===== src/design/utxr_pkg.sv =====
// shared types and constants for the uart transmit ring
package utxr_pkg;

  localparam int APB_AW = 4;
  localparam int APB_DW = 32;
  localparam int OUT_CW = 10;

  localparam logic [1:0] REG_INBAND = 2'd0;
  localparam logic [1:0] REG_STOP   = 2'd1;
  localparam logic [1:0] REG_START  = 2'd2;

  localparam logic [7:0] STOP_CHAR_RESET  = 8'd19;
  localparam logic [7:0] START_CHAR_RESET = 8'd17;
  localparam logic [7:0] NO_FLOW_CHAR     = 8'd0;

  typedef enum logic [2:0] {
    OP_PUT        = 3'd0,
    OP_TX_SLOT    = 3'd1,
    OP_FLUSH      = 3'd2,
    OP_THROTTLE   = 3'd3,
    OP_UNTHROTTLE = 3'd4,
    OP_SEND_FLOW  = 3'd5,
    OP_STOP       = 3'd6,
    OP_START      = 3'd7
  } op_t;

  typedef struct packed {
    logic inband_flow_enable;
    logic [7:0] stop_character;
    logic [7:0] start_character;
  } cfg_t;

  typedef struct packed {
    logic accepted;
    logic tx_valid;
    logic from_mem;
    logic [7:0] tx_byte;
    logic [OUT_CW-1:0] free_space;
    logic [OUT_CW-1:0] bytes_queued;
    logic transmit_enabled;
  } res_t;

endpackage


===== src/design/utxr_if.sv =====
// item and result channel interfaces
interface utxr_item_if;
  import utxr_pkg::*;
  logic valid;
  logic ready;
  op_t operation;
  logic [7:0] byte_in;
  modport source (output valid, output operation, output byte_in, input ready);
  modport sink (input valid, input operation, input byte_in, output ready);
endinterface



===== src/design/utxr_ctrl.sv =====
// ring pointers, flow slot and transmit enable, first result stage
module utxr_ctrl
  import utxr_pkg::*;
#(
  parameter int DEPTH = 1024,
  parameter int AW    = 10
) (
  input  logic           clk,
  input  logic           rst,
  utxr_item_if.sink      item,
  input  cfg_t           cfg,
  output logic           we,
  output logic [AW-1:0]  waddr,
  output logic [7:0]     wdata,
  output logic           re,
  output logic [AW-1:0]  raddr,
  output logic           s1_valid,
  output res_t           s1,
  input  logic           s1_take
);

  localparam int CW = (AW > OUT_CW) ? AW : OUT_CW;
  localparam logic [AW-1:0] LAST = AW'(DEPTH - 1);

  logic [AW-1:0] wr_ptr, wr_ptr_next;
  logic [AW-1:0] rd_ptr, rd_ptr_next;
  logic [7:0]    pend, pend_next;
  logic          tx_en, tx_en_next;
  logic          acc;
  logic [AW-1:0] cnt, cnt_after, free_after;
  logic [CW-1:0] cnt_ext, free_ext;
  res_t          res;

  function automatic logic [AW-1:0] occ(input logic [AW-1:0] wp, input logic [AW-1:0] rp);
    logic [AW:0] d;
    d = {1'b0, wp} - {1'b0, rp};
    if (wp < rp) begin
      d = d + (AW+1)'(DEPTH);
    end
    return d[AW-1:0];
  endfunction

  function automatic logic [AW-1:0] step(input logic [AW-1:0] p);
    return (p == LAST) ? '0 : p + AW'(1);
  endfunction

  assign item.ready = !s1_valid || s1_take;
  assign acc        = item.valid && item.ready;
  assign cnt        = occ(wr_ptr, rd_ptr);
  assign waddr      = wr_ptr;
  assign wdata      = item.byte_in;
  assign raddr      = rd_ptr;

  always_comb begin
    wr_ptr_next = wr_ptr;
    rd_ptr_next = rd_ptr;
    pend_next   = pend;
    tx_en_next  = tx_en;
    we          = 1'b0;
    re          = 1'b0;
    res         = '0;
    case (item.operation)
      OP_PUT: begin
        if (cnt != LAST) begin
          we           = acc;
          wr_ptr_next  = step(wr_ptr);
          tx_en_next   = 1'b1;
          res.accepted = 1'b1;
        end
      end
      OP_TX_SLOT: begin
        if (tx_en) begin
          if (pend != NO_FLOW_CHAR) begin
            res.tx_valid = 1'b1;
            res.tx_byte  = pend;
            pend_next    = NO_FLOW_CHAR;
          end else if (cnt == '0) begin
            tx_en_next = 1'b0;
          end else begin
            res.tx_valid = 1'b1;
            res.from_mem = 1'b1;
            re           = acc;
            rd_ptr_next  = step(rd_ptr);
          end
        end
      end
      OP_FLUSH: begin
        wr_ptr_next = '0;
        rd_ptr_next = '0;
        tx_en_next  = (pend != NO_FLOW_CHAR);
      end
      OP_THROTTLE: begin
        if (cfg.inband_flow_enable) begin
          pend_next  = cfg.stop_character;
          tx_en_next = 1'b1;
        end
      end
      OP_UNTHROTTLE: begin
        if (cfg.inband_flow_enable) begin
          if (pend != NO_FLOW_CHAR) begin
            pend_next = NO_FLOW_CHAR;
          end else begin
            pend_next  = cfg.start_character;
            tx_en_next = 1'b1;
          end
        end
      end
      OP_SEND_FLOW: begin
        pend_next  = item.byte_in;
        tx_en_next = 1'b1;
      end
      OP_STOP: tx_en_next = 1'b0;
      OP_START: tx_en_next = 1'b1;
      default: ;
    endcase
    cnt_after            = occ(wr_ptr_next, rd_ptr_next);
    free_after           = LAST - cnt_after;
    cnt_ext              = CW'(cnt_after);
    free_ext             = CW'(free_after);
    res.bytes_queued     = cnt_ext[OUT_CW-1:0];
    res.free_space       = free_ext[OUT_CW-1:0];
    res.transmit_enabled = tx_en_next;
  end

  always_ff @(posedge clk) begin
    if (rst) begin
      wr_ptr   <= '0;
      rd_ptr   <= '0;
      pend     <= NO_FLOW_CHAR;
      tx_en    <= 1'b0;
      s1_valid <= 1'b0;
    end else begin
      if (acc) begin
        wr_ptr <= wr_ptr_next;
        rd_ptr <= rd_ptr_next;
        pend   <= pend_next;
        tx_en  <= tx_en_next;
      end
      if (acc) begin
        s1_valid <= 1'b1;
      end else if (s1_take) begin
        s1_valid <= 1'b0;
      end
    end
  end

  always_ff @(posedge clk) begin
    if (acc) begin
      s1 <= res;
    end
  end

endmodule


===== src/flat_wrapper.sv =====
// flat-port wrapper written by rule: the top's interface ports become plain ports
module utxr_ctrl_flat import utxr_pkg::*;
#(
  parameter int DEPTH = 1024,
  parameter int AW    = 10
)
  (clk, rst, cfg, we, waddr, wdata, re, raddr, s1_valid, s1, s1_take, item_valid, item_operation, item_byte_in, item_ready);
  utxr_item_if item_i ();
  input  logic clk;
  input  logic rst;
  input  cfg_t cfg;
  output logic we;
  output logic [AW-1:0] waddr;
  output logic [7:0] wdata;
  output logic re;
  output logic [AW-1:0] raddr;
  output logic s1_valid;
  output res_t s1;
  input  logic s1_take;
  input wire logic [$bits(item_i.valid)-1:0] item_valid;
  input wire logic [$bits(item_i.operation)-1:0] item_operation;
  input wire logic [$bits(item_i.byte_in)-1:0] item_byte_in;
  output wire logic [$bits(item_i.ready)-1:0] item_ready;
  assign item_i.valid = item_valid;
  assign item_i.operation = item_operation;
  assign item_i.byte_in = item_byte_in;
  assign item_ready = item_i.ready;
  utxr_ctrl #(.DEPTH(DEPTH), .AW(AW)) u_core (.clk(clk), .rst(rst), .item(item_i), .cfg(cfg), .we(we), .waddr(waddr), .wdata(wdata), .re(re), .raddr(raddr), .s1_valid(s1_valid), .s1(s1), .s1_take(s1_take));
endmodule

===== config.mk =====
export PLATFORM = sky130hd
export DESIGN_NAME = utxr_ctrl_flat
export DESIGN_NICKNAME = d
export VERILOG_FILES = /design/src/design/utxr_pkg.sv /design/src/design/utxr_if.sv /design/src/design/utxr_ctrl.sv /design/src/flat_wrapper.sv
export SDC_FILE = /design/constraint.sdc
export NUM_CORES = 1
export LEC_CHECK = 0
export BUFFER_PORTS_ARGS = -buffer_cell sky130_fd_sc_hd__buf_2
export CAP_MARGIN = 10
export CORE_MARGIN = 2
export CORE_UTILIZATION = 55
export CTS_BUF_LIST = sky130_fd_sc_hd__clkbuf_16
export CTS_CLUSTER_SIZE = 12
export DETAILED_ROUTE_END_ITERATION = 12
export PLACE_DENSITY = 0.81
export SLEW_MARGIN = 20
export SYNTH_ARGS = -nofsm -noshare
export SYNTH_HDL_FRONTEND = slang
export SYNTH_SLANG_ARGS = --single-unit

===== constraint.sdc =====
create_clock -name clk -period 6.4 [get_ports clk]
set_clock_uncertainty 0.15 [all_clocks]
set_input_delay 0.96 -clock clk [delete_from_list [all_inputs] [get_ports clk]]
set_output_delay 0.96 -clock clk [all_outputs]
set_load 0.02 [all_outputs]

* Word-level counts from Yosys, hierarchy flattened
Index checks and enable logic that the tools add are counted.
** Operators by class
- Bitwise operators :: 2
- $lt $le $gt $ge :: 2
- Mux-type cells :: 35
- Eq/ne operators :: 14
- $add $sub $neg :: 7
- Reduce and logical (&&, ||, !) cells :: 13
** Operators by type and width (number)
- $mux W10 :: 8
- $add A10 B1 Y10 const B :: 4
- $mux W8 :: 5
- $pmux W10 S2 :: 2
- $pmux W8 S4 :: 1
- $eq A10 B10 Y1 const B :: 2
- $lt A10 B10 Y1 :: 2
- $sub A10 B10 Y10 :: 2
- $mux W1 :: 17
- $eq A3 B3 Y1 const B :: 4
- $logic_not A10 Y1 :: 1
- $ne A10 B10 Y1 const B :: 1
- $sub A10 B10 Y10 const A :: 1
- $reduce_bool A8 Y1 :: 1
- $pmux W1 S7 :: 1
- $eq A3 B2 Y1 const B :: 2
- $reduce_and A6 Y1 :: 1
- $ne A2 B1 Y1 const B :: 2
- $ne A2 B2 Y1 const B :: 2
- $reduce_bool A4 Y1 :: 1
- $eq A3 B1 Y1 const B :: 1
- $logic_not A3 Y1 :: 1
- $reduce_and A3 Y1 :: 1
- $reduce_or A3 Y1 :: 1
- other kinds (8) :: 9
** Word-level totals
- Bits in registers :: 62
- Word-level logic and storage cells :: 85

* Depth between registers and ports, before layout
- Depth in word-level cells :: 12
- Gate-level depth with buffers :: 24
- Gate-level depth less buffers :: 23

* Least setup slack after synthesis
Ideal clock, no wire load.
- Kind :: register to register
- From :: register u_core.rd_ptr[2], in the netlist u_core.raddr[2]
- To :: register, netlist name u_core.s1[10]
- Setup slack :: 1467 ps
- Stages on the path, launching flop included :: 24
- Setup time :: 271 ps
- Arrival time :: 4511 ps
- Clock period less this slack :: 4933 ps
- Data required time :: 5979 ps
- Buffers on the path :: 2
- Path through :: dfxtp_1 > clkbuf_1 > inv_1 > ha_1 > and3_1 > o21a_1 > or3_1 > a211oi_1 > and3_1 > a31oi_4 > buf_2 > nand2_1 > nand3_1 > o21a_1 > ha_1 > nor2b_1 > o21ai_0 > nand2b_1 > a21o_1 > a21o_1 > a31oi_1 > o21ai_0 > xnor2_1 > xor2_1
** On the way
- Word-level cells in the longest chain between the ends :: 11
- Elaborated cells on any way between the ends :: 19
- Classes of those cells :: 5 x add/sub; 2 x order compare; 2 x eq/ne; 9 x mux; 1 x reduce/logical
** Ends and longest elaborated chain
- start: declaration :: line utxr_ctrl.sv:26 : logic [AW-1:0] rd_ptr, rd_ptr_next;
- start signal: assignment :: line utxr_ctrl.sv:135 : rd_ptr <= rd_ptr_next;
- $sub A10 B10 Y10 :: line utxr_ctrl.sv:36 : d = {1'b0, wp} - {1'b0, rp};
- $add A10 B1 Y10 :: line utxr_ctrl.sv:38 : d = d + (AW+1)'(DEPTH);
- $mux W10 :: line utxr_ctrl.sv:37 : if (wp < rp) begin
- $logic_not A10 Y1 :: line utxr_ctrl.sv:77 : end else if (cnt == '0) begin
- $mux W10 :: line utxr_ctrl.sv:77
- $mux W10 :: line utxr_ctrl.sv:73 : if (pend != NO_FLOW_CHAR) begin
- $mux W10 :: line utxr_ctrl.sv:72 : if (tx_en) begin
- $pmux W10 S2 :: line utxr_ctrl.sv:62 : case (item.operation)
- $sub A10 B10 Y10 :: line utxr_ctrl.sv:36
- $add A10 B1 Y10 :: line utxr_ctrl.sv:38
- $mux W10 (*) :: line utxr_ctrl.sv:37
- named net u_core.cnt_after[9] :: line utxr_ctrl.sv:30 : logic [AW-1:0] cnt, cnt_after, free_after;
The timed path passes the listed nets; every way through them passes the cells marked *.
A chain may end at the register's enable or synchronous reset.

* Worst setup path in the final report
- From :: register u_core.wr_ptr[0], in the netlist u_core.waddr[0]
- To :: register, netlist name u_core.s1[20]
** On the way
- Elaborated cells on any way between the ends :: 20
- Classes of those cells :: 6 x add/sub; 2 x order compare; 2 x eq/ne; 9 x mux; 1 x reduce/logical
** RTL lines
- start: declaration :: line utxr_ctrl.sv:25 : logic [AW-1:0] wr_ptr, wr_ptr_next;
- start signal: assignment :: line utxr_ctrl.sv:134 : wr_ptr <= wr_ptr_next;
- $sub A10 B10 Y10 :: line utxr_ctrl.sv:36
- $add A10 B1 Y10 :: line utxr_ctrl.sv:38
- $mux W10 :: line utxr_ctrl.sv:37
- $ne A10 B10 Y1 :: line utxr_ctrl.sv:64 : if (cnt != LAST) begin
- $mux W10 (*) :: line utxr_ctrl.sv:64
- $pmux W10 S2 (*) :: line utxr_ctrl.sv:62
- named net u_core.wr_ptr_next[1] :: line utxr_ctrl.sv:25
- $sub A10 B10 Y10 :: line utxr_ctrl.sv:36
- $add A10 B1 Y10 :: line utxr_ctrl.sv:38
- $mux W10 (*) :: line utxr_ctrl.sv:37
- $sub A10 B10 Y10 (*) :: line utxr_ctrl.sv:117 : free_after = LAST - cnt_after;
- named net u_core.free_after[9] :: line utxr_ctrl.sv:30
Marked as above.

==> results.toml <==
[outcome]
status = "finished clean"

[floorplanning]
rows = 32
die_area_um2 = 8650
ios = 96
fp.coreArea_um2 = 7690
die_w_um = 93.0
start_util_pct = 56.7
die-height_um = 93.0

[critical_path]
path_cells = "inv_1 > ha_1 > fa_1 > and2b_1 > o21ai_0 > xnor2_1 > nand3_1 > nor4_4 > nand2_1 > o21ai_0 > a32oi_1 > inv_1 > ha_1 > nor2b_1 > o21ai_0 > nand2b_1 > a21o_1 > a21o_1 > a31oi_1 > o21ai_0 > xnor2_1 > xnor2_1"
cp_data_required_time_ns = 6.31
worstSetupPathType = "reg2reg"
r2r-end = "u_core.s1[20]"
rr_worst_depth = 22
cp_common_cell = "o21ai_0"
critPathMaxStageDelay_ns = 0.41
slowest_stage = "dfxtp_1"
r2r_start = "u_core.waddr[0]"
rrSetupSlack_ns = 1.06
cp-start-kind = "flip-flop"
crit_path_end_kind = "flip-flop"
cp_max_fo = 12
cp.arrival_ns = 5.25

[clock_tree]
cts_tree = "yes"
worstSkewPairLatency_ns = 0.33
cts-resized-gates = 0
cts_hold_buffers = 0
post_cts_buffers = 0
cts_buffers = 9
clk_path_buf_depth = 2
clk_pin_slew_ns = 0.06
clock_sinks = 62
cts_root_buf = "clkbuf_16"
h-tree-depth = 3

[logic_synthesis]
synth_mux_area_share_pct = 0.919
synthFlopType = "edfxtp_1"
synth-xor-area-share_pct = 4.42
synth_adder_area_share_pct = 6.95
synthSimpleGateAreaFrac_pct = 24.3
synth_compound_area_share_pct = 21.6
synth-edff-count = 32
netlist_area_um2 = 4360
syn_nets = 556
syn_inst = 501
async_reset_ff_share_pct = 0
yosysWarnings = 0
seq_area_frac_synth_pct = 35.9
syn_area_per_cell_um2 = 8.69
ys_types = 69
synth-seq-cells = 62
synth_top_family_by_area = "simple AND/OR/NAND/NOR gates"

[sta]
fin_setup_tns_ns = 0
final-hold-violation-count = 0
finalSetupViolCount = 0
slew_headroom_pct = 47.7
fin_crit_sh_pct = 83.5
maxSlewViolCount = 0
tightest_slew_ns = 0.782
fin_crit_ns = 5.34
rsz0062_at_grt = "false"
clock.fmax_mhz = 187

[drt]
first_pass_iters = 6
vias = 4239
wl_um = 11600
drt-initial-drc-count = 392
drc = 0
avgRoutedWirePerCell_um = 17.0
drtAntennaViolNets = 0
vias_per_cell = 6.21

[cells_and_area]
final_cell_mix = "buf_2 (95), nand2_1 (44), nor2_1 (43)"
areaGrowthSynthToFinish_pct = 17.2
design_area_um2 = 5100
seq_area_um2 = 1560
multi_input_area_um2 = 2530
mostFrequentLayoutCell = "buf_2"
nFillCells = 673
fin_nets = 631
drive_gt1_share_pct = 22.5
diodes = 0

[power]
peakVddDrop_uv = 120
p_leak_nw = 2.06
power_density_nw_per_um2 = 220

[hold_path]
worstHoldStart = "u_core.pend[5]"
hp-class = "reg2reg"
hold_depth = 2
min_to = "u_core.pend[5]"

[placed_design]
portBuffers = 95
gp_congestion = 0.886
detailed_place.area_um2 = 4800
hpwl_um = 8480

[global_route]
grt_pass1_wl_um = 18500
grt_max_degree = 44
grt_usage_pct = 27.2
gr-total-overflow = 0
antenna_found_initial = 0
grt_pass1_vias = 3654

[run]
maxCapViolCount = 0
==> sequential cells by signal (all words and copies together) (netlist names) <==
signal           flops
u_core.tx_en         1
u_core.waddr        10
u_core.pend          8
u_core.s1_valid      1
u_core.raddr        10
u_core.s1           32
==> cells in the mapped netlist, drive strengths merged, types with 3 or more instances <==
library cell / n / area [um2]
a222oi: 8 / 80.1
or4b: 4 / 40.0
o21a: 4 / 30.0
ha: 21 / 263
nand4b: 3 / 26.3
mux2i: 4 / 40.0
xnor2: 12 / 105
nand3: 23 / 115
o21ai: 22 / 118
dfxtp: 30 / 601
or3: 4 / 25.0
nand3b: 4 / 30.0
a21o: 7 / 52.6
a311oi: 3 / 32.5
xor2: 10 / 87.6
o31ai: 3 / 22.5
clkbuf: 19 / 71.3
and3: 14 / 87.6
a21oi: 40 / 219
buf: 15 / 105
a31oi: 13 / 96.3
nor3: 11 / 55.1
nor4: 4 / 40.0
nor2b: 9 / 56.3
nand2: 44 / 165
a211o: 3 / 26.3
edfxtp: 32 / 961
nor2: 43 / 161
inv: 22 / 82.6
a32oi: 5 / 43.8
a21bo: 3 / 30.0
nand2b: 10 / 62.6
o211ai: 4 / 40.0
a211oi: 5 / 37.5
or2: 4 / 25.0
nand4: 6 / 37.5
and2: 11 / 71.3
==> area by class of cell <==
| type | count | area share [%] |
|---|---|---|
| Clock buffer | 9 | 4.41 |
| Clock inverter | 7 | 1.45 |
| Inverter | 22 | 1.62 |
| Multi-Input combinational cell | 383 | 49.7 |
| Sequential cell | 62 | 30.6 |
| Tap cell | 102 | 2.50 |
| Timing Repair Buffer | 98 | 9.76 |
==> logic make-up (layout without fill, tap and decap cells) <==
| logic type | after synthesis | in the layout |
|---|---|---|
| buffers and inverters | 56 | 136 |
| and+or+nand+nor | 201 | 201 |
| DFF | 62 | 62 |
| muxes | 4 | 4 |
| AOI/OAI and AO/OA | 133 | 133 |
| xor gates and xnor gates | 22 | 22 |
| adders and majority gates | 23 | 23 |
==> power breakdown <==
group          switching (mW)  total [mW]  internal (mW)  leakage, nW
Combinational           0.121       0.188         0.0666         1.37
Clock                   0.180       0.482          0.302        0.136
Sequential            0.00922       0.451          0.441        0.548
==> worst max path at each step <==
| stage | startpoint | to | slack, ns | cells past startpoint |
|---|---|---|---|---|
| 6_report | u_core.waddr[0] | u_core.s1[20] | 1.06 | 22 |
| 5_1_grt | u_core.waddr[0] | u_core.s1[9] | 0.58 | 22 |
| 4_1_cts | u_core.waddr[0] | u_core.s1[20] | 1.07 | 22 |
| 3_5_place_dp | u_core.waddr[0] | u_core.s1[10] | 1.16 | 22 |
| 3_3_place_gp | u_core.waddr[0] | u_core.s1[10] | 1.34 | 22 |
| 2_1_floorplan | u_core.raddr[2] | u_core.s1[10] | 1.47 | 23 |
==> metal layers <==
layer / share of wire, % / global-route usage, % / routed length (um) / vias up
li1: - / - / - / 1999
met1: 44 / 39.9 / 5150 / 1971
met2: 46 / 41.7 / 5300 / 248
met3: 8.9 / 5.00 / 1030 / 21
met4: 1.2 / 6.25 / 140 / 0
met5: 0 / 0 / 0 / -
==> critical path: cells and delay by family, from the launching register on <==
| family | cells | cell delay [ns] |
|---|---|---|
| compound gates | 8 | 1.45 |
| simple gates | 6 | 1.35 |
| fa+ha+maj | 3 | 0.84 |
| xor+xnor | 3 | 0.66 |
| flops | 1 | 0.41 |
| buf+inv | 2 | 0.21 |
==> metrics by stage <==
stage | std cells | power [mW] | utilization [%] | hold WS (ns) | setup WS [ns]
2_1_floorplan | 501 | 0.595 | - | 0.319 | 1.47
3_3_place_gp | 667 | 0.639 | 62.5 | 0.344 | 1.34
3_5_place_dp | 667 | 0.643 | 62.5 | 0.357 | 1.16
4_1_cts | 683 | 1.12 | 66.4 | 0.367 | 1.07
5_1_grt | 683 | 1.16 | 66.4 | 0.401 | 0.575
6_report | 683 | 1.12 | 66.4 | 0.370 | 1.06
(Power assumes the default switching activity.)
