File: config.mk
export PLATFORM = sky130hd
export DESIGN_NAME = utxr_regs
export DESIGN_NICKNAME = d
export VERILOG_FILES = /design/src/design/utxr_pkg.sv /design/src/design/utxr_regs.sv
export SDC_FILE = /design/constraint.sdc
export NUM_CORES = 1
export LEC_CHECK = 0
export ABC_AREA = 1
export BUFFER_PORTS_ARGS = -buffer_cell sky130_fd_sc_hd__clkbuf_2
export CAP_MARGIN = 20
export CORE_MARGIN = 2
export CORE_UTILIZATION = 38
export CTS_CLUSTER_DIAMETER = 100
export CTS_CLUSTER_SIZE = 10
export DETAILED_ROUTE_END_ITERATION = 10
export PLACE_DENSITY = 0.85
export SETUP_SLACK_MARGIN = 0.1
export SLEW_MARGIN = 0
export SYNTH_ARGS = -nofsm -noshare
export SYNTH_HDL_FRONTEND = slang
export SYNTH_SLANG_ARGS = --single-unit
File: constraint.sdc
create_clock -name clk -period 0.9 [get_ports clk]
set_input_delay 0 -clock clk [delete_from_list [all_inputs] [get_ports clk]]
set_output_delay 0 -clock clk [all_outputs]
set_load 0.01 [all_outputs]
File: src/design/utxr_pkg.sv
// shared types and constants for the uart transmit ring
package utxr_pkg;

  localparam int APB_AW = 4;
  localparam int APB_DW = 32;
  localparam int OUT_CW = 10;

  localparam logic [1:0] REG_INBAND = 2'd0;
  localparam logic [1:0] REG_STOP   = 2'd1;
  localparam logic [1:0] REG_START  = 2'd2;

  localparam logic [7:0] STOP_CHAR_RESET  = 8'd19;
  localparam logic [7:0] START_CHAR_RESET = 8'd17;
  localparam logic [7:0] NO_FLOW_CHAR     = 8'd0;

  typedef enum logic [2:0] {
    OP_PUT        = 3'd0,
    OP_TX_SLOT    = 3'd1,
    OP_FLUSH      = 3'd2,
    OP_THROTTLE   = 3'd3,
    OP_UNTHROTTLE = 3'd4,
    OP_SEND_FLOW  = 3'd5,
    OP_STOP       = 3'd6,
    OP_START      = 3'd7
  } op_t;

  typedef struct packed {
    logic inband_flow_enable;
    logic [7:0] stop_character;
    logic [7:0] start_character;
  } cfg_t;

  typedef struct packed {
    logic accepted;
    logic tx_valid;
    logic from_mem;
    logic [7:0] tx_byte;
    logic [OUT_CW-1:0] free_space;
    logic [OUT_CW-1:0] bytes_queued;
    logic transmit_enabled;
  } res_t;

endpackage

File: src/design/utxr_regs.sv
// apb configuration registers
module utxr_regs
  import utxr_pkg::*;
(
  input  logic              clk,
  input  logic              rst,
  input  logic              psel,
  input  logic              penable,
  input  logic              pwrite,
  input  logic [APB_AW-1:0] paddr,
  input  logic [APB_DW-1:0] pwdata,
  output logic [APB_DW-1:0] prdata,
  output logic              pready,
  output cfg_t              cfg
);

  logic [1:0] idx;
  logic       wr;

  assign idx    = paddr[3:2];
  assign wr     = psel && penable && pwrite;
  assign pready = 1'b1;

  always_ff @(posedge clk) begin
    if (rst) begin
      cfg.inband_flow_enable <= 1'b0;
      cfg.stop_character     <= STOP_CHAR_RESET;
      cfg.start_character    <= START_CHAR_RESET;
    end else if (wr) begin
      case (idx)
        REG_INBAND: cfg.inband_flow_enable <= pwdata[0];
        REG_STOP:   cfg.stop_character     <= pwdata[7:0];
        REG_START:  cfg.start_character    <= pwdata[7:0];
        default: ;
      endcase
    end
  end

  always_comb begin
    case (idx)
      REG_INBAND: prdata = {{(APB_DW-1){1'b0}}, cfg.inband_flow_enable};
      REG_STOP:   prdata = {{(APB_DW-8){1'b0}}, cfg.stop_character};
      REG_START:  prdata = {{(APB_DW-8){1'b0}}, cfg.start_character};
      default:    prdata = '0;
    endcase
  end

endmodule

# Yosys cells after proc, flatten, opt, wreduce, memory -nomap -nowiden
# Cells that the tools add are included.
[op_classes] mux=1 n_reduce_logical=6 eq_ne=2
[ops] cell="8-bit case mux with 3 select lines" count=1
[ops] cell="2-bit AND reduction" count=3
[ops] cell="2-bit by 1-bit equality test with 1-bit output (second input constant)" count=1
[ops] cell="2-bit equality test (second input constant)" count=1
[ops] cell="1-bit logical AND" count=2
[ops] cell="2-bit zero test" count=1
[word_totals] wordCells=12 regBits=17 out_inout_bits=50

# Longest topological paths before layout
# Gate-level depths: netlist of run 1.
[logic_depth] word_depth=3 ltp_mapped=6 ltp_nobuf=5

# Worst setup path after synthesis of run 1
# OpenSTA, ideal clock, no wires.
[synth_timing] kind="in2reg" from="input port psel" to="register cfg[16] (netlist bit)" t_arrival_ns=0.516 cell_stages=6 setup_time_ns=0.115 t_required_ns=0.785 path_slack_ns=0.269 path_cell_list="nand2_1 nor2_4 buf_6 nand3_1 nand2_1 nor2_1"
[synth_between] elab_chain_cells=3
[synth_lines] element="start, declared" line_no="utxr_regs.sv:7" rtl="input logic psel,"
[synth_lines] element="1-bit logical AND (2 in series)" line_no="utxr_regs.sv:21" rtl="assign wr = psel && penable && pwrite;"
[synth_lines] element="2-bit AND reduction (no source line)"
[synth_lines] element="end, declared" line_no="utxr_regs.sv:14" rtl="output cfg_t cfg"
# Every way passes these cells.
# A chain may end at the register's enable or synchronous reset.

# Worst setup path in the final report of run 1
[layout_timing] from="register cfg[8] (netlist bit)" to="output port prdata[0]"
[layout_between] elab_chain_cells=1
[layout_lines] element="8-bit case mux with 3 select lines" line_no="utxr_regs.sv:40" rtl="case (idx)"
[layout_lines] element="end, declared" line_no="utxr_regs.sv:12" rtl="output logic [APB_DW-1:0] prdata,"
# Every way passes these cells.

==> reports/summary.md, run 1 <==
The routed wire length per instance was 9.35 µm. The count of clock tree sinks was 17; the cell area reported after detailed placement was 1240 µm². For the worst setup path, the data required time is 900 ps. Synthesis produced a netlist whose cell count is 159. The register with the most flip-flops in the layout has 17 of them. The run gives 3 as the number of buffers created by CTS.

The worst hold path was traced through 5 stages. In the post-synthesis netlist, the biggest area contributors are dfxtp_1 32%, buf_4 18%, nand2_1 18%. After routing the design area is 1380 µm². The detail route stage leaves a number of antenna-violating nets equal to 0. The worst setup path is launched from a flip-flop.

The flow ran to the end, but the final reports show violations. The die span in x was 56.9 µm; the number of fill cells in the layout was 283. The complex-gate fraction of the synthesized area is 0.00471, and the share of the synthesized netlist area taken by xor and xnor gates is 0.

For the final database, setup skew stands at 0 ps. TritonCTS built the clock tree. Number of max-cap violations: 0.

Derived from the worst setup path, the maximum achievable clock frequency is 1100 MHz. The logs give 290 ps for the clock insertion delay at the later pin of the skew report and 797 for the via count of the first global-routing pass. During synthesis, Yosys emitted a total of 0 warnings. The number of pins with negative max-slew slack in the final report is 0.

For the number of core rows, the log shows 19. At the end of routability-driven placement, the weighted congestion stood at 0.701. The area enclosed by the die boundary is 3240 µm².

The run gives 0.392 as the starting density of the core. The tools report the post-synthesis cell type count as 13. For the slack of the critical path, the log shows -11.9 ps.

In this run the power density over the cells is 1110 nW/µm². The tools report the post-synthesis sequential area ratio as 0.320. The path class of the tightest hold or removal check is input port to flip-flop. The largest registers in the layout are cfg: 17 flops.

The fraction of layout cells with a size suffix above 1 is 0.374. Compared with the post-synthesis result, the final layout area differs by 29.9%. The pin count of the biggest net entering global routing was 18; the total length of routed wires was 2.22 mm. The routed layout has 1016 vias.

Setup repair after global routing could not meet its margin everywhere. Number of detailed-routing iterations run before antenna repair: 4. The detail-routed via count per cell is 4.29. The count of buffers added on input and output ports is 39. The logs give 1 for the CTS H-tree depth and 0 for the hold violation count in the final report.

The register with the most flip-flops in the final layout is cfg. The number of antenna violations at the first check in global routing was 0. At the placement stage, the worst setup path has a slack of 77.5 ps. The synthesized area is 1060 µm², and the final period demand of the worst path is 912 ps. The synthesized design spends more area on one cell type than any other, namely dfxtp_1. The total overflow left after global routing is 0.

The area share of and/or/nand/nor cells after synthesis is 0.414, and the final period utilization is 1.01. The fraction of synthesized cell area taken by the top area cell type was 0.320; the top fanout value on the critical path was 3. During I/O placement, the number of pins put on the boundary was 91. Each instance of the synthesized netlist takes up on average 6.69 µm². The critical path endpoint category was an output pin. For the worst flop-to-flop path, the logic depth is 2.

After clock tree synthesis, the clock-pin slew on the worst setup and hold paths is 110 ps. By area, the combinational part of the netlist is dominated by simple AND/OR/NAND/NOR gates. The post-synthesis share of cell area spent on full adders, half adders and majority gates works out to 0. The number of register bits inferred by synthesis was 17; the area inside the core boundary was 2710 µm².

The combined global-route utilization of all metal layers is 0.137. For this run, design rule violations remaining after detail routing come to 0. The worst-case clock buffer depth is 2, and the arrival time at the worst endpoint is 910 ps. The proportion of synthesized area in mux cells was 0. The checks that failed: setup timing. The root buffer cell chosen for the clock tree is clkbuf_4. 0 antenna diodes ended up in the layout.

The wire-length estimate of the detail-placed layout is 1.60 mm. The wire length of the first global-routing pass was 3.48 mm. In the final design database the tool counted 248 nets. The violation count after the first detailed-routing iteration came out at 37. VDD sags by at most 704 µV. The overall die height works out to 56.9 µm. The type of the worst setup path is flip-flop to output pin. For the static leakage power, the log shows 0.760 nW.

For the final-report setup violation count, the log shows 1.
## final cells by class
| class | count | area, µm² | area share |
|---|---|---|---|
| multi-input combinational | 125 | 547 | 0.396 |
| timing repair buffer | 49 | 365 | 0.264 |
| sequential | 17 | 362 | 0.262 |
| inverter | 11 | 41.3 | 0.0299 |
| tap | 31 | 38.8 | 0.0281 |
| clock buffer | 3 | 22.5 | 0.0163 |
| clock inverter | 1 | 5.00 | 0.00362 |
## layer usage
layer | global-route usage | routed length (µm) | vias to the layer above
met5 | 0 | 0 | -
met4 | 0.0399 | 12 | 0
met1 | 0.165 | 899 | 448
li1 | - | - | 528
met3 | 0.0300 | 151 | 2
met2 | 0.243 | 1150 | 38
## Yosys cell counts
| cell type | number |
|---|---|
| nand2_1 | 50 |
| nor2_4 | 5 |
| inv_2 | 1 |
| dfxtp_1 | 17 |
| nand3_1 | 19 |
| clkinv_1 | 1 |
| nand2_4 | 1 |
| conb_1 | 2 |
| buf_6 | 3 |
| buf_4 | 26 |
| nor2_1 | 24 |
| inv_1 | 9 |
| a21oi_1 | 1 |
## critical path, cell delays in order (launching register included)
cell      delay, ps
dfxtp_2         360
nand2_1          60
nand3_1          80
clkbuf_2        130
## where the power goes
group          switching, mW  total, mW  leakage [nW]  internal [mW]
combinational          0.193      0.323         0.601          0.130
clock                  0.255      0.420        0.0177          0.165
sequential            0.0135      0.785         0.141          0.771
total                  0.461       1.53         0.760           1.07
## cells in the final DEF (no fill, tap or decap)
master,count
inv_1,9
inv_2,1
buf_6,8
nand2_2,3
nor2_4,5
clkbuf_2,20
nor2_1,24
dfxtp_2,17
clkinv_1,1
dlygate4sd3_1,3
buf_12,3
nand2_4,1
conb_1,25
a21oi_1,1
clkbuf_4,3
clkinv_2,1
buf_2,11
buf_4,4
nand2_1,47
nand3_1,19
## cells by family after synthesis
| logic type | count (synthesis) |
|---|---|
| compound gates | 1 |
| buf+inv | 40 |
| flops | 17 |
| other cells | 2 |
| simple gates | 99 |
## stage by stage
step / hold WS [ps] / TNS [ps] / total power, mW / util / cells
3_5_place_dp: 233 / 0 / 1.10 / 0.457 / 229
2_1_floorplan: 126 / 0 / 1.07 / - / 182
5_1_grt: 47.2 / -161 / 1.61 / 0.510 / 237
3_3_place_gp: 231 / 0 / 1.09 / 0.457 / 229
6_report: 25.2 / -11.9 / 1.53 / 0.510 / 237
4_1_cts: 21.2 / -11.8 / 1.54 / 0.491 / 237
## final timing paths
kind | startpoint | end | slack [ps]
worst max-delay path | cfg[8] | prdata[0] | -10
worst min register to register | cfg[12] | cfg[12] | 480
worst max register to register | cfg[16] | cfg[16] | 300
worst min-delay path | pwdata[3] | cfg[11] | 30
## what timing repair did
action / in CTS / in global routing
pin swaps: 10 / 8
setup endpoints to repair: 23 / 19
gates cloned: 0 / 0
resized for setup: 19 / 28
hold buffers: 3 / 0
buffers inserted: 1 / 0
endpoints found under the hold margin: 5 / 0
Note: power is estimated with default switching activity, not from simulation.
==> inputs of run 2 (changes only) <==
Settings changed: PLACE_DENSITY 0.85 to 0.8.
Clock period 0.9 ns to 1 ns, I/O delays scaled along.
==> reports/summary.md, run 2 (synthesized netlist as in run 1, its figures left out) <==
The tools report the critical path endpoint category as an output pin. The number of port buffers works out to 39 (unchanged). The total power consumption of the routed design is 1.34 mW (-12%).

The logs give 0.168 (+0.00375) for the routing usage on met1 and 900 ps (about the same) for the arrival time at the worst endpoint. The worst hold path stage count works out to 5 (unchanged). The logs give 1110 MHz for the top achievable clock speed and 2 (unchanged) for the worst-case clock buffer depth. The static leakage power came out at 0.722 nW (-5.0%). The clock transition time at the flip-flop clock pins of the worst setup and hold paths was 100 ps (about the same).

The top fanout value on the critical path was 2 (-1); the overall die height was 56.9 µm (unchanged). Worst min-delay path category: input port to flip-flop. The detail-routed via count per cell is 4.31 (+0.52%). For the number of nets with antenna violations after routing, the log shows 0 (unchanged).

The largest registers in the layout are cfg: 17 flops. The net total in the final layout was 247 (-0.40%). TritonCTS built the clock tree. The type of origin of the critical path is a flip-flop. The tools report the wire length of the first global-routing pass as 3.57 mm (+2.6%). The violation count after the first detailed-routing iteration was 23 (-38%); the clock insertion delay at the later pin of the skew report was 280 ps (about the same). In the layout the commonest cells are 49 x nand2_1, 33 x clkbuf_2, 25 x conb_1. Setup repair after global routing could not meet its margin everywhere. The overall via count from detail_route is 1017 (+0.098%), and the number of pins with negative max-slew slack in the final report is 0 (unchanged). The setup slack of the most critical reg-to-reg path is 300 ps (about the same). The count of clock tree sinks came out at 17 (unchanged). The most used routing layer in global routing is met2. Ranked by flip-flop count, first place goes to cfg. The total length of routed wires is 2.19 mm (-1.2%). The logs give 0 (-1) for the final-report setup violation count and 1 (unchanged) for the CTS H-tree depth. Number of detailed-routing iterations run before antenna repair: 4 (unchanged). The placer congestion estimate is 0.747 (+6.6%), and the number of antenna violations at the first check in global routing is 0 (unchanged). The hold violation count in the final report is 0 (unchanged), and the HPWL after detailed placement is 1.61 mm (+0.65%). Leaving out fill and tap cells, the most frequent cell in the layout is nand2_1. The worst setup path is of the flip-flop to output pin kind.

The final period utilization was 0.904; the routed wire length per instance was 9.28 µm (-0.80%). Relative to the synthesized area, the layout overhead comes to 20.2%. The clock tree root buffer cell was clkbuf_4. The data required time of the worst path is 1000 ps (+100 ps), and the final period demand of the worst path is 904 ps. The area inside the core boundary was 2710 µm² (unchanged); the clock skew after layout was 0 ps (unchanged). Pin count of the biggest net entering global routing: 18 (unchanged). The tools report the starting density of the core as 0.392 (unchanged).

The run gives 0.0438 (+0.0138) as the global-route met3 utilization. The area enclosed by the die boundary was 3240 µm² (unchanged). Number of buffers created by CTS: 3 (unchanged). The summed negative setup slack over all endpoints was 0 ps (+11.9 ps). Worst supply voltage drop on vdd: 816 µV (+16%).

The count of antenna diodes in the layout came out at 0 (unchanged). The power density over the cells was 1050 nW/µm² (-5.5%). The run finished with clean final reports.

The post-route DRC violation count came out at 0 (unchanged). The logs give 91 (unchanged) for the total I/O pin count and 0 (unchanged) for the sum of overflow across all layers after global routing. The via count of the first global-routing pass was 834 (+4.6%). The number of flip-flops under the largest register name came out at 17 (unchanged). The combined global-route utilization of all metal layers was 0.141 (+0.00364); the number of max-cap violations was 0 (unchanged). The tools report the worst hold margin as 38.5 ps (+13.3 ps). Die span in x: 56.9 µm (unchanged).

For the number of core rows, the log shows 19 (unchanged). The fraction of layout cells with a size suffix above 1 was 0.351 (-0.0226). The count of cells along the worst register-to-register path works out to 3 (+1). For the met2 track utilization from global routing, the log shows 0.246 (+0.00328).
run 2: routing by layer:
| metal | vias up | share of wire |
|---|---|---|
| met2 | 39 | 0.49 |
| met1 | 450 | 0.43 |
| met5 | - | 0 |
| li1 | 526 | - |
| met3 | 2 | 0.075 |
| met4 | 0 | 0.0064 |
run 2: area by class of cell:
type                            instances  area, µm²
Clock buffer                            4       26.3
Fill cell                             305       1430
Inverter                               11       41.3
Tap cell                               31       38.8
Timing Repair Buffer                   48        270
Sequential cell                        17        360
Multi-Input combinational cell        125        542
run 2: repair_timing:
item	4_1_cts	5_1_grt
hold buffers	3	0
setup endpoints to repair	8	8
gates resized for setup	14	9
endpoints found under the hold margin	5	0
pin swaps	1	3
gates cloned	0	0
buffers inserted	0	3
run 2: worst max-delay path, stage by stage, from the launching register on:
cell     delay (ps)
dfxtp_2         350
nand2_1          50
nand3_1          90
buf_2           130
run 2: final timing paths:
path	to	start
worst max-delay path	prdata[0]	cfg[0]
worst min-delay path	cfg[15]	pwdata[7]
worst max register to register	cfg[0]	cfg[0]
worst min register to register	cfg[12]	cfg[12]
run 2: stage by stage:
step,instance area (µm²),cells,util,setup slack (ps)
after CTS,1250,233,0.462,71.6
after global placement,1180,226,0.434,116
after floorplan,1150,182,-,369
final,1280,236,0.472,95.7
after global routing,1280,236,0.472,29.3
after detailed placement,1180,226,0.434,86.5
run 2: report_power, final:
group | switching [mW] | leakage (nW) | internal (mW)
clock | 0.218 | 0.0150 | 0.155
sequential | 0.0101 | 0.142 | 0.694
combinational | 0.170 | 0.565 | 0.0895
total | 0.398 | 0.722 | 0.938
==> inputs of run 3 (changes only) <==
--- a/config.mk
+++ b/config.mk
@@ -15,4 +15,5 @@
 export DETAILED_ROUTE_END_ITERATION = 10
 export PLACE_DENSITY = 0.8
+export REMOVE_ABC_BUFFERS = 1
 export SETUP_SLACK_MARGIN = 0.1
 export SLEW_MARGIN = 0
==> constraint.sdc (replaced) <==
create_clock -name clk -period 1 [get_ports clk]
set_input_delay 0 -clock clk [delete_from_list [all_inputs] [get_ports clk]]
set_output_delay 0 -clock clk [all_outputs]
set_load 0.1 [all_outputs]
==> reports/summary.md, run 3 (synthesized netlist as in run 1, its figures left out) <==
STA classifies the critical path startpoint as a flip-flop. Compared with the post-synthesis result, the final layout area differs by 85.2%. The run finished, with violations left.

The run gives 258 (+9.3%) as the final cell count without fillers. Clock skew after layout: 0 ps (unchanged). The data required time of the worst path is 1000 ps (about the same).

The detail-routed via count per cell is 4.51 (+4.7%). The top fanout value on the critical path was 2 (unchanged). In the final layout, the registers with the most flip-flops are cfg: 17 flops. In this run the critical register-to-register path is launched from cfg[1]. The sum of overflow across all layers after global routing was 0 (unchanged); the number of buffers created by CTS was 3 (unchanged). The total I/O pin count is 91 (unchanged), and the count of cells along the worst register-to-register path is 4 (+1).

The combined global-route utilization of all metal layers was 0.186 (+0.0453); the worst hold path stage count was 5 (unchanged). Routed wire length per instance: 13.1 µm (+41%). The startpoint of the most critical hold path is pwdata[2]. The worst supply voltage drop on vdd was 816 µV (about the same); the count of clock tree sinks was 17 (unchanged).

The total length of routed wires is 3.38 mm (+54%), and the fraction of layout cells with a size suffix above 1 is 0.511 (+0.160). Post-route core utilization: 0.727 (+0.255). The signal on the critical path passes through nand2_2 -> nand2_2 -> buf_12. Power density over the cells: 1070 nW/µm² (+2.0%).

The number of flip-flops under the largest register name was 17 (unchanged). The final period utilization works out to 1.02 (+0.111). The area enclosed by the die boundary is 3240 µm² (unchanged). The worst setup path is of the flip-flop to output pin kind.

The min-delay analysis places its worst path in the category input port to flip-flop. The overall via count from detail_route was 1164 (+14%). The run gives 18 (unchanged) as the pin count of the biggest net entering global routing. The number of detailed-routing iterations run before antenna repair was 4 (unchanged). The slowest cell on the critical path was dfxtp_2. The tools report the arrival time at the worst endpoint as 1020 ps (+120 ps).

The number of port buffers was 39 (unchanged); the static leakage power was 0.973 nW (+35%). Setup repair after global routing could not meet its margin everywhere. The placer congestion estimate came out at 0.767 (+2.6%).

The largest stage delay on the critical path works out to 360 ps (about the same). The logs give 1590 µm² (+35%) for the cell area reported after detailed placement and 0 (unchanged) for the post-route DRC violation count. The commonest non-fill, non-tap cell in the layout is nand2_1.

The run gives 1 (unchanged) as the CTS H-tree depth. The tree is rooted in a clkbuf_4. The worst-case clock buffer depth is 2 (unchanged), and the final-report setup violation count is 4 (+4). The tools report the starting density of the core as 0.392 (unchanged).

The top achievable clock speed is 985 MHz (-11%), and the area inside the core boundary is 2710 µm² (unchanged). The logs give 11.7 ps (-26.8 ps) for the worst hold margin and 0 (unchanged) for the number of antenna violations at the first check in global routing. The run gives 1970 µm² (+54%) as the final cell area excluding filler cells. In the layout the commonest cells are 29 x nand2_1, 26 x buf_12, 25 x conb_1. The total placed cells including tap cells was 229 (+1.3%). The tools report the endpoint of the lowest-slack register-to-register path as cfg[1]. The via count of the first global-routing pass came out at 1061 (+27%). Most frequent cell on the critical path: nand2_2. Die span in x: 56.9 µm (unchanged). The violation count after the first detailed-routing iteration is 27 (+17%), and the clock insertion delay at the later pin of the skew report is 300 ps (+20 ps). Final period demand of the worst path: 1020 ps (+111 ps).

Tracing the worst setup path back leads to its startpoint at cfg[12]. The hold violation count in the final report is 0 (unchanged), and the overall die height is 56.9 µm (unchanged). The number of pins with negative max-slew slack in the final report was 0 (unchanged); the wire length of the first global-routing pass was 4.61 mm (+29%).

For the setup slack of the most critical reg-to-reg path, the log shows 120 ps (-180 ps). The worst hold path terminates at cfg[2]. For the count of antenna diodes in the layout, the log shows 0 (unchanged).

The number of core rows was 19 (unchanged); the HPWL after detailed placement was 1.88 mm (+17%). The slack of the critical path is -15.5 ps (-111 ps), and the number of nets with antenna violations after routing is 0 (unchanged). The summed negative setup slack over all endpoints is -38.5 ps (-38.5 ps). The tools report the critical path endpoint category as an output pin.

The tools report the number of max-cap violations as 0 (unchanged). TritonCTS built the clock tree. The clock transition time at the flip-flop clock pins of the worst setup and hold paths came out at 100 ps (about the same).

The final reports fail on setup timing. The net total in the final layout was 269 (+8.9%). Ranked by flip-flop count, first place goes to cfg.
==> run 3: what timing repair did <==
| item | 4_1_cts | 5_1_grt |
|---|---|---|
| setup buffers | 20 | 2 |
| pin swaps | 10 | 11 |
| hold buffers | 3 | 0 |
| hold endpoints to repair | 5 | 0 |
| setup endpoints to repair | 24 | 25 |
| resized for setup | 45 | 15 |
==> run 3: how the worst max path moves through the flow <==
stage                endpoint  depth (start not counted)
floorplan           prdata[0]                          2
global placement      cfg[14]                          7
detailed placement    cfg[14]                          7
CTS                 prdata[0]                          3
global route        prdata[4]                          3
finish              prdata[4]                          3
==> run 3: per-stage QoR <==
step | total power, mW | worst slack, ps
floorplan | 1.42 | -838
finish | 2.10 | -15.5
global placement | 1.62 | 173
CTS | 2.06 | 14.8
global route | 2.16 | -45.5
detailed placement | 1.63 | 144
==> run 3: final cells by class <==
cell class	count	area (µm²)
repair buffers	70	887
fillers	208	741
multi-input cells	125	609
flip-flops and latches	17	367
inverters	11	41.3
well taps	31	38.8
clock buffers	4	26.3
==> run 3: critical path, delay by kind of cell, from the launching register on <==
kind / cells / cell delay (ps)
flip-flops: 1 / 360
AND/OR/NAND/NOR: 2 / 170
buffers and inverters: 1 / 180
==> run 3: metal layers <==
layer	wire length [µm]	GRT usage	vias up
met5	0	0	-
met4	123	0.0797	0
met3	207	0.0438	13
met2	1870	0.366	50
met1	1170	0.180	530
li1	-	-	571
==> run 3: report_power, final <==
part,internal [mW],switching [mW]
combinational,0.223,0.775
clock,0.156,0.243
sequential,0.690,0.0134
total,1.07,1.03
